[src/hdl/bir_pkg.sv]
package bir_pkg;

  localparam int unsigned MaxSrcWidth  = 256;
  localparam int unsigned MaxSrcHeight = 256;
  localparam int unsigned FracBits     = 16;
  localparam int unsigned DstLimit     = 1024;
  localparam int unsigned QueueDepth   = 4;

  typedef enum logic [1:0] {
    RegSrcWidth  = 2'd0,
    RegSrcHeight = 2'd1,
    RegDstWidth  = 2'd2,
    RegDstHeight = 2'd3
  } reg_idx_e;

  typedef enum logic {
    CmdWrite = 1'b0,
    CmdRead  = 1'b1
  } cmd_e;

  typedef struct packed {
    logic        cmd;
    logic [9:0]  column;
    logic [9:0]  row;
    logic [15:0] pixel;
  } in_item_t;

  typedef struct packed {
    logic [15:0] value;
    logic        status;
  } out_item_t;

  typedef struct packed {
    logic [9:0]  sw;
    logic [9:0]  sh;
    logic [10:0] dw;
    logic [10:0] dh;
  } geom_t;

endpackage

[src/hdl/bir_front.sv]
module bir_front (
  input  logic              start,
  output logic              busy,
  input  bir_pkg::in_item_t in_i,
  input  bir_pkg::geom_t    geom_i,
  output logic              push_o,
  output logic              push_oob_o,
  output bir_pkg::in_item_t push_item_o,
  input  logic              full_i
);
  import bir_pkg::*;

  logic in_src, in_dst;

  assign busy = full_i;
  assign in_src = ({1'b0, in_i.column} < {1'b0, geom_i.sw}) &&
                  ({1'b0, in_i.row} < {1'b0, geom_i.sh});
  assign in_dst = ({1'b0, in_i.column} < geom_i.dw) && ({1'b0, in_i.row} < geom_i.dh);

  assign push_o      = start && !busy;
  assign push_oob_o  = (in_i.cmd == CmdWrite) ? !in_src : !in_dst;
  assign push_item_o = in_i;

endmodule

[config.mk]
export PLATFORM = sky130hd
export DESIGN_NAME = bir_front
export DESIGN_NICKNAME = d
export VERILOG_FILES = /design/src/hdl/bir_pkg.sv /design/src/hdl/bir_front.sv
export SDC_FILE = /design/constraint.sdc
export NUM_CORES = 1
export LEC_CHECK = 0
export BUFFER_PORTS_ARGS = -buffer_cell sky130_fd_sc_hd__buf_2
export CELL_PAD_IN_SITES_DETAIL_PLACEMENT = 2
export CELL_PAD_IN_SITES_GLOBAL_PLACEMENT = 2
export CORE_ASPECT_RATIO = 1.1
export CORE_UTILIZATION = 17
export DETAILED_ROUTE_END_ITERATION = 16
export GPL_ROUTABILITY_DRIVEN = 0
export GPL_TIMING_DRIVEN = 1
export PLACE_DENSITY = 0.93
export SLEW_MARGIN = 15
export SYNTH_ARGS = -nofsm -noshare
export SYNTH_HDL_FRONTEND = slang
export SYNTH_SLANG_ARGS = --single-unit
export TNS_END_PERCENT = 5
[constraint.sdc]
create_clock -name vclk -period 1
set_input_delay 0 -clock vclk [all_inputs]
set_output_delay 0 -clock vclk [all_outputs]
set_load 0.01 [all_outputs]
## After elaboration in Yosys (flattened, before gate mapping)

Index checks and enable logic that the tools add are counted.

| storage, ports and cells | value |
|---|---|
| register bits after elaboration | 0 |
| bits of input ports | 81 |
| output and inout port bits | 40 |
| logic and storage cells | 11 |

| operators by class | value |
|---|---|
| $lt $le $gt $ge | 4 |
| muxes and demuxes | 1 |
| reduce and logical (&&, ||, !) cells | 6 |

Operator list:

| operator | number |
|---|---|
| 10-bit by 11-bit less-than comparator with 1-bit output | 2 |
| 10-bit less-than comparator | 2 |
| 1-bit logical AND | 3 |
| 1-bit logical NOT | 3 |
| 1-bit 2-to-1 mux | 1 |

## Logic depth before layout (Yosys ltp)

| depth | value |
|---|---|
| depth in word-level cells | 4 |
| mapped depth | 7 |
| depth with buffers taken out | 7 |

## Worst setup path after synthesis

OpenSTA, ideal clock, no wires.

| timing path | value |
|---|---|
| kind | input to output |
| start point | input port geom_i[2] (netlist name) |
| end point | output port push_oob_o |
| data arrival time | 975 ps |
| data required time | 1000 ps |
| path slack | 25 ps |
| stages | 7 |
| path buffers | 0 |
| path through | inv_1 -> ha_1 -> a21o_1 -> a31oi_1 -> o21ai_1 -> a211oi_1 -> a32oi_1 |

| between the ends | value |
|---|---|
| cells in the longest elaborated chain, start to end | 4 |

RTL lines:

| item | line | source |
|---|---|---|
| start, declared | bir_front.sv:5 | `input bir_pkg::geom_t geom_i,` |
| 10-bit by 11-bit less-than comparator with 1-bit output | bir_front.sv:18 | `assign in_dst = ({1'b0, in_i.column} < geom_i.dw) && ({1'b0, in_i.row} < geom_i.dh);` |
| 1-bit logical AND | bir_front.sv:18 |  |
| 1-bit logical NOT | bir_front.sv:21 | `assign push_oob_o = (in_i.cmd == CmdWrite) ? !in_src : !in_dst;` |
| 1-bit 2-to-1 mux | bir_front.sv:21 |  |
| end, declared | bir_front.sv:7 | `output logic push_oob_o,` |

No other way between the ends.

## Worst setup path after layout

| timing path | value |
|---|---|
| start point | input port in_i[34] (netlist name) |
| end point | output port push_oob_o |

| between the ends | value |
|---|---|
| cells in the longest elaborated chain, start to end | 4 |
| elaborated cells on any way between the ends | 7 |
| classes of those cells | order compare (2); mux (1); reduce/logical (4) |

RTL lines:

| item | line | source |
|---|---|---|
| start, declared | bir_front.sv:4 | `input bir_pkg::in_item_t in_i,` |
| 10-bit by 11-bit less-than comparator with 1-bit output / 10-bit less-than comparator (equally long branches) | bir_front.sv:18, bir_front.sv:16 |  |
| 1-bit logical AND, on equally long branches | bir_front.sv:18, bir_front.sv:16 |  |
| 1-bit logical NOT | bir_front.sv:21 |  |
| 1-bit 2-to-1 mux * | bir_front.sv:21 |  |

Every way passes the cells marked *; elsewhere a longest branch is shown, timed or not.

==> key figures <==
Timing
  • Final slew viol count: 0
  • Tcrit/Tclk final: 123%
  • Final hold violations: 0
  • Max_slew headroom: 83.2%
  • Final setup vio count: 1
  • Hold slack: 0.00000444 ns
  • Fmax: 813 MHz
  • Worst-Margin Slew: roughly 0.25 ns
  • Setup repair after global routing missed its margin: true
  • Final min period: 1.23 ns
  • Final worst setup slack: -0.230 ns
  • Post-Route Setup TNS: -0.230 ns

Global route
  • Wire length of the first global-routing pass: roughly 6500 um
  • Initial antenna violation count: 0
  • Grt ovf: 0
  • GRT Overall Usage: 11.3%
  • Largest net degree at the start of global routing: 4
  • GR Util met3: 0.406%
  • Vias in the first global route: 1446
  • Grt met1 use: 11.5%
  • GR Layer Usage met2: 23.9%
  • Most used routing layer: met2

Die
  • I/O pins: 121
  • Die height: 90.1 um
  • Initial core utilization: 17.9%
  • Row count: 31
  • Die width: 82.1 um
  • Total core area: 6710 um2
  • Die ar.: 7390 um2

Outcome
  • Status: finished with violations
  • Failing checks: setup timing

Drt
  • Starting DRT DRC Count: 7
  • Final ANT Viol Nets: 0
  • Drt wl/cell: 13.7 um
  • # DRC: 0
  • Vias: 1261
  • Drt total wl: 4200 um
  • 1st-pass router iterations: 2
  • Vias/cell: between 4 and 5

Critical path
  • Worst path required time: 1.00 ns
  • Crit path largest cell delay: 0.23 ns
  • Worst path slowest cell: ha_4
  • Crit path max-delay family: compound AO/OA/AOI/OAI gates
  • Critical Path Stages: 8
  • CP Capture Type: output pin
  • Max Fanout on Critical Path: 3
  • Crit path DAT: 1.23 ns
  • Cells along the critical path: buf_4 > ha_4 > a21o_1 > a21oi_2 > o22ai_2 > a211oi_2 > a32oi_1 > buf_2
  • CP Buf/Inv Count: 2
  • Crit Path Category: primary input to output pin
  • CP Launch Type: primary input

Finish
  • Filler cell count: 817
  • CLK BUF: 0
  • Register Area: 0 um2
  • Syn-to-layout area delta: 40.4%
  • Multi-input logic area: ~900 um2
  • Commonest non-fill, non-tap cell in the layout: buf_2
  • Layout cells sized above 1: ~54%
  • Nets: 343
  • Seq Cell Count: 0
  • Number of antenna diodes: 0
  • Commonest cells after routing, fill and taps aside: 86 x buf_2, 33 x inv_1, 28 x ha_1

Pwr
  • Pwr Density: 407 nW/um2
  • Total power: 685 uW
  • P_leak: 0.000996 uW
  • Peak VDD IR: 0.109 mV

Synthesis
  • Syn_nets: 279
  • Seq/Total Area, Yosys: 0%
  • Avg Inst Size Synth: 7.40 um2
  • Synth cell types: 26
  • Mapped Cells: 162
  • Yosys warning count: 0
  • Mapped Area: between 1000 and 1500 um2

Clock network
  • Cts hold-fix bufs: 0

Placement
  • I/O Buffers: 89
  • Post-DP HPWL: 3860 um

Job
  • Number of max-cap violations: 0

Min path
  • Min-delay worst type: primary input to output pin
  • Min-Delay Path Depth: 0
-- metrics by stage --
stage,setup slack (ns),instances,area (um2),utilization [%]
final,-0.230,306,1680,25.1
after global routing,-0.311,306,1680,25.1
after CTS,-0.220,306,1660,24.7
after detailed placement,-0.336,306,1540,23.0
after global placement,-0.310,306,1540,23.0
after floorplan,0.0248,162,1200,-
-- layout make-up --
cell class,count,share of cell area (%)
timing repair buffer,100,32.0
inverter,36,8.18
tap,82,6.10
multi-input combinational,88,53.7
-- where the power goes --
part           switching, uW  leakage [uW]  internal, uW
sequential                 0             0             0
clock                      0             0             0
combinational            333      0.000996           352
total                    333      0.000996           352
-- synth_stat cells (3+ instances only) --
library cell / number / area, um2
nand2_1: 5 / 18.8
nand2b_1: 4 / 25.0
ha_1: 36 / 450
inv_1: 36 / 135
a21oi_1: 10 / 50.1
o21ai_0: 3 / 15.0
o21ai_1: 3 / 15.0
buf_4: 38 / 285
a21o_1: 3 / 22.5
nand3_1: 3 / 15.0
-- metal layers --
metal | share of wire, % | wire length (um) | vias up
met5 | 0 | 0 | -
met4 | 1.5 | 65 | 0
met3 | 5.1 | 212 | 4
met2 | 58 | 2430 | 49
met1 | 35 | 1480 | 570
li1 | - | - | 638
-- cells by family (layout without fill, tap and decap cells) --
| logic type | count (synthesis) | after routing | synth area share (%) |
|---|---|---|---|
| AOI/OAI and AO/OA | 31 | 31 | 17.5 |
| adders and majority gates | 36 | 36 | 37.6 |
| and+or+nand+nor | 21 | 21 | 9.81 |
| buffers and inverters | 74 | 136 | 35.1 |
-- final timing paths --
check                 slack [ns]     start               to
worst max-delay path       -0.23  in_i[34]       push_oob_o
worst min-delay path    0.000004  in_i[15]  push_item_o[15]
-- what timing repair did --
| action | 4_1_cts | 5_1_grt |
|---|---|---|
| resized for setup | 16 | 7 |
| pin swaps | 8 | 8 |
| gates cloned | 0 | 0 |
| endpoints found under the setup margin | 1 | 1 |
| buffers inserted | 0 | 0 |
(Power assumes the default switching activity.)
