$ cat src/hdl/bir_pkg.sv
package bir_pkg;

  localparam int unsigned MaxSrcWidth  = 256;
  localparam int unsigned MaxSrcHeight = 256;
  localparam int unsigned FracBits     = 16;
  localparam int unsigned DstLimit     = 1024;
  localparam int unsigned QueueDepth   = 4;

  typedef enum logic [1:0] {
    RegSrcWidth  = 2'd0,
    RegSrcHeight = 2'd1,
    RegDstWidth  = 2'd2,
    RegDstHeight = 2'd3
  } reg_idx_e;

  typedef enum logic {
    CmdWrite = 1'b0,
    CmdRead  = 1'b1
  } cmd_e;

  typedef struct packed {
    logic        cmd;
    logic [9:0]  column;
    logic [9:0]  row;
    logic [15:0] pixel;
  } in_item_t;

  typedef struct packed {
    logic [15:0] value;
    logic        status;
  } out_item_t;

  typedef struct packed {
    logic [9:0]  sw;
    logic [9:0]  sh;
    logic [10:0] dw;
    logic [10:0] dh;
  } geom_t;

endpackage

$ cat src/hdl/bir_queue.sv
module bir_queue #(
  parameter int unsigned Depth = bir_pkg::QueueDepth
) (
  input  logic              clk_i,
  input  logic              rst_ni,
  input  logic              push_i,
  input  logic              oob_i,
  input  bir_pkg::in_item_t item_i,
  output logic              full_o,
  output logic              valid_o,
  output logic              oob_o,
  output bir_pkg::in_item_t item_o,
  input  logic              pop_i
);
  import bir_pkg::*;

  localparam int unsigned Aw = (Depth > 1) ? $clog2(Depth) : 1;

  in_item_t      mem_q [Depth];
  logic          oob_mem_q [Depth];
  logic [Aw-1:0] wp_q, rp_q;
  logic [Aw:0]   cnt_q;

  assign full_o  = (cnt_q == (Aw+1)'(Depth));
  assign valid_o = (cnt_q != '0);
  assign item_o  = mem_q[rp_q];
  assign oob_o   = oob_mem_q[rp_q];

  always_ff @(posedge clk_i) begin
    if (push_i) begin
      mem_q[wp_q]     <= item_i;
      oob_mem_q[wp_q] <= oob_i;
    end
  end

  always_ff @(posedge clk_i or negedge rst_ni) begin
    if (!rst_ni) begin
      wp_q  <= '0;
      rp_q  <= '0;
      cnt_q <= '0;
    end else begin
      if (push_i) wp_q <= (wp_q == Aw'(Depth - 1)) ? '0 : wp_q + 1'b1;
      if (pop_i)  rp_q <= (rp_q == Aw'(Depth - 1)) ? '0 : rp_q + 1'b1;
      cnt_q <= cnt_q + (Aw+1)'(push_i) - (Aw+1)'(pop_i);
    end
  end

endmodule

$ cat config.mk
export PLATFORM = sky130hd
export DESIGN_NAME = bir_queue
export DESIGN_NICKNAME = d
export VERILOG_FILES = /design/src/hdl/bir_pkg.sv /design/src/hdl/bir_queue.sv
export SDC_FILE = /design/constraint.sdc
export NUM_CORES = 1
export LEC_CHECK = 0
export BUFFER_PORTS_ARGS = -buffer_cell sky130_fd_sc_hd__buf_2
export CORE_ASPECT_RATIO = 1.75
export CORE_MARGIN = 4
export CORE_UTILIZATION = 55
export CTS_CLUSTER_DIAMETER = 50
export DETAILED_ROUTE_END_ITERATION = 7
export GPL_TIMING_DRIVEN = 0
export PLACE_DENSITY = 0.77
export SYNTH_ARGS = -nofsm -noshare
export SYNTH_HDL_FRONTEND = slang
export SYNTH_SLANG_ARGS = --single-unit
$ cat constraint.sdc
create_clock -name clk_i -period 3.3 [get_ports clk_i]
set_input_delay 0.165 -clock clk_i [delete_from_list [all_inputs] [get_ports clk_i]]
set_output_delay 0.165 -clock clk_i [all_outputs]
set_load 0.005 [all_outputs]
==> Yosys cells after proc, flatten, opt, wreduce, memory -nomap -nowiden <==
Memory sizes are Yosys's and may differ from the RTL's.
Cells that the tools add are included.
{ "word_totals": {"ff_bits": 7, "mem_bits_rw": 152, "in_bits": 42, "output_inout_bits": 40, "wordCells": 17, "mem_count": 2} }
{ "op_classes": {"n_addsub": 4, "n_eq_ne": 3, "mux": 4, "n_reduce_logical": 1} }
{ "mem_list": {"columns": ["name", "words", "width", "rd", "rd_clocked_by_memory_dff", "write_ports", "line_no", "rtl"], "rows": [
  ["mem_q", 4, 37, 1, 0, 1, "bir_queue.sv:19", "in_item_t mem_q [Depth];"],
  ["oob_mem_q", 4, 1, 1, 0, 1, "bir_queue.sv:20", "logic oob_mem_q [Depth];"]
]} }
{ "op_table": {"columns": ["op", "count"], "rows": [
  ["$add A2 B1 Y2 const B", 2],
  ["$eq A2 B2 Y1 const B", 2],
  ["$mux W2", 2],
  ["$add A3 B1 Y3", 1],
  ["$eq A3 B3 Y1 const B", 1],
  ["$reduce_bool A3 Y1", 1],
  ["$sub A3 B1 Y3", 1],
  ["$mux W1", 2]
]} }

==> Longest topological paths before layout <==
{ "logic_depth": {"word_depth": 2, "ltp_mapped": 7, "ltp_nobuf": 7} }

==> Worst setup path before layout <==
No wires, ideal clock.
{ "synth_path": {"path_type": "register to register", "from": "register wp_q[0]", "to": "memory mem_q[2][0] (netlist name), enable pin", "setup_time_ns": 0.399, "arrival_ns": 1.542, "required_ns": 2.901, "slack_ns": 1.359, "path_stages_with_launch": 4, "path_buffers": 0, "period_less_slack_ns": 1.941, "cell_sequence": "dfrtp_1 -> inv_1 -> ha_1 -> and2_1"} }
{ "synth_lines": {"columns": ["element", "line_no", "rtl"], "rows": [
  ["start, declared", "bir_queue.sv:21", "logic [Aw-1:0] wp_q, rp_q;"],
  ["start signal, assigned", "bir_queue.sv:42", "if (push_i) wp_q <= (wp_q == Aw'(Depth - 1)) ? '0 : wp_q + 1'b1;"],
  ["end, declared", "bir_queue.sv:19", null]
]} }
Straight into the memory's write port.

==> results.toml <==
[worst_setup_path]
path_class = "reg -> out"
worst_r2r_path_depth = 4
r2r-start = "wp_q[0]"
r2r_slack_ps = 1500
startpoint_type = "flop"
crit_fanout = 10
worstPathArrival_ps = 1820
reg2reg_to = "mem_q[0][26]"
critPathRequiredTime_ps = 3130
end_kind = "output port"

[sta]
slew_violations = 0
tightest_slew_ps = 628
fin_setup_tns_ps = 0
rsz0062_at_grt = "false"
max-slew-margin-rel_pct = 58.1
finalCritPeriodShare_pct = 60.3
setup_viol = 0
timing.fmax_ghz = 0.503
fin_skew_ps = 8.27
hold_viol_final = 0
hold-worst-slack_ps = 61.3
fin_crit_ps = 1990

[cells_and_area]
synthToLayoutAreaGrowth_pct = 27.8
drive_gt1_share_pct = 42.8
layout.cells.non_filler = 520
insertedDiodeCount = 0
final_util_pct = 71.4
finish.instance_area_sq_mm = 0.00759
regArea_sq_mm = 0.00474
nets = 428
layout.filler_cells = 653
multiInputGateArea_sq_mm = 0.00107

[floorplan]
die_h_um = 146
rows = 50
io_pins = 82
start_util_pct = 55.9
core_area_sq_mm = 0.0106
die_x_um = 86.6
die-area_sq_mm = 0.0126

[global_routing]
grt_use_total_pct = 17.5
grt_pass1_wl_mm = 15.9
antenna_found_initial = 0
grt_max_degree = 21
grt_pass1_vias = 2999
grt.overflow.total = 0

[power_and_ir_drop]
swShare_pct = 25.4
p_switching_uw = 1620
power.density_mw_per_mm2 = 838
pwr-share-clk_pct = 29.4
power.leakage_uw = 0.00272
intPower_uw = 4750
p_seq_share_pct = 42.2
vdd_drop_max_mv = 0.673
p_comb_share_pct = 28.4

[cts]
insertion_delay_ps = 400
cts_resized = 0
cts.sinks = 159
clk_pin_slew_worst_paths_ps = 60
cts_setup_buffers = 0
clock_tree.root_cell = "clkbuf_16"
clock_path_buffers = 2
cts_tree = "yes"
numCtsBuffers = 17
htreeDepth = 4

[synth]
synth.avg_cell_area_sq_um = 25.3
synth_fp_nets = 285
synth_top_area_share_pct = 76.8
yosys.cell_types.count = 19
ys_top_cells_by_area = "edfxtp_1, mux4_2, dfrtp_1, ha_1, buf_12"
yosysTopAreaCell = "edfxtp_1"
yosysSeqAreaShare_pct = 79.7
yosysWarningCount = 0
ys_ff_latch = 159
synth_cells = 235
syn_area_sq_mm = 0.00594

[drt]
wl_mm = 10.1
post_drt_wl_per_cell_um = 19.4
routed_via_density = 5.34
drc = 0
vias = 2776
first_pass_iters = 4
drt_iter0_markers = 133
antenna_left = 0

[run_status]
status = "finished clean"

[place]
dpl_cell_area_sq_mm = 0.00663
dp_hpwl_mm = 6.28
dp.cells = 450
place_congestion = 0.690
port_buffers = 81

[min_path]
min_path_type = "in -> reg"
whs_endpoint = "wp_q[0]"
min_from = "push_i"
min_path_cells = 2

[run]
drv_cap = 0
==> sequential cells by signal, summed over array words and instances, names as in the netlist <==
register and cells:
oob_mem_q 4, rp_q 2, cnt_q 3, wp_q 2, mem_q 148
==> timing repair <==
| action | 4_1_cts | 5_1_grt |
|---|---|---|
| endpoints found under the setup margin | 0 | 0 |
| hold endpoints to repair | 159 | 0 |
| hold buffers | 39 | 0 |
==> how the worst max path moves through the flow <==
| stage | startpoint | cells after the start | to | slack, ps |
|---|---|---|---|---|
| floorplan | wp_q[0] | 3 | mem_q[2][0] | 1360 |
| global route | rp_q[1] | 4 | item_o[27] | 1190 |
| detailed placement | wp_q[0] | 4 | mem_q[0][20] | 1490 |
| CTS | rp_q[1] | 4 | item_o[27] | 1250 |
| global placement | wp_q[0] | 3 | mem_q[2][21] | 690 |
| finish | rp_q[1] | 4 | item_o[27] | 1310 |
==> placed cells by master (no fill, tap or decap) <==
master         instances
or3_1                  1
and2_2                 4
buf_12                 4
clkinv_4               2
and3_1                 1
clkbuf_1               1
clkinv_2               5
or3b_2                 1
edfxtp_1             152
mux4_2                38
dlygate4sd3_1         39
buf_2                 84
clkbuf_16             17
xnor2_1                2
mux2_2                 2
nor2_1                 1
buf_6                  1
inv_1                  6
nand2_1                1
ha_1                   7
bufinv_16              3
buf_4                  1
clkinv_1               2
clkinvlp_4             1
dfrtp_1                7
o21ai_0                2
fa_1                   1
buf_16                 4
==> metal layers <==
metal / track usage, % / vias up / share of wire, %
met3: 4.65 / 4 / 3.6
met1: 21.3 / 1431 / 39
met4: 6.08 / 0 / 0.74
li1: - / 1281 / -
met2: 29.8 / 60 / 57
met5: 0 / - / 0
==> power by group through the flow <==
stage,logic [uW],registers (uW),clock network (uW)
6_report,1800,2690,1870
5_1_grt,1970,2710,2000
4_1_cts,1870,2690,1900
3_5_place_dp,1830,2730,0
3_3_place_gp,1700,2720,0
2_1_floorplan,1140,2700,0
==> synth_stat cells, drive strengths merged <==
cell	n
and2	4
and3	1
buf	9
dfrtp	7
edfxtp	152
fa	1
ha	7
inv	6
mux2	2
mux4	38
nand2	1
nor2	1
o21ai	2
or3	1
or3b	1
xnor2	2
==> area by class of cell <==
cell class / instances / share of cell area, %
flip-flops and latches: 159 / 62.4
clock buffers: 18 / 5.65
inverters: 6 / 0.297
multi-input cells: 61 / 14.1
well taps: 130 / 2.14
plain buffers: 9 / 1.50
clock inverters: 13 / 1.94
repair buffers: 124 / 11.9
==> logic make-up after synthesis <==
logic type | after synthesis | synth area share, %
DFF | 159 | 79.7
and+or+nand+nor | 9 | 0.905
adders and majority gates | 8 | 1.81
buffers and inverters | 15 | 2.29
xor gates and xnor gates | 2 | 0.295
AOI/OAI and AO/OA | 2 | 0.168
muxes | 40 | 14.8
==> critical path: stages (launching register included) <==
cell and delay [ps]:
dfrtp_1 370, buf_2 290, buf_4 260, mux4_2 360, buf_2 150
==> per-stage QoR <==
step / worst slack (ps) / total power (uW)
4_1_cts: 1250 / 6460
3_3_place_gp: 694 / 4420
3_5_place_dp: 1490 / 4560
2_1_floorplan: 1360 / 3840
5_1_grt: 1190 / 6680
6_report: 1310 / 6360
(Power assumes the default switching activity.)
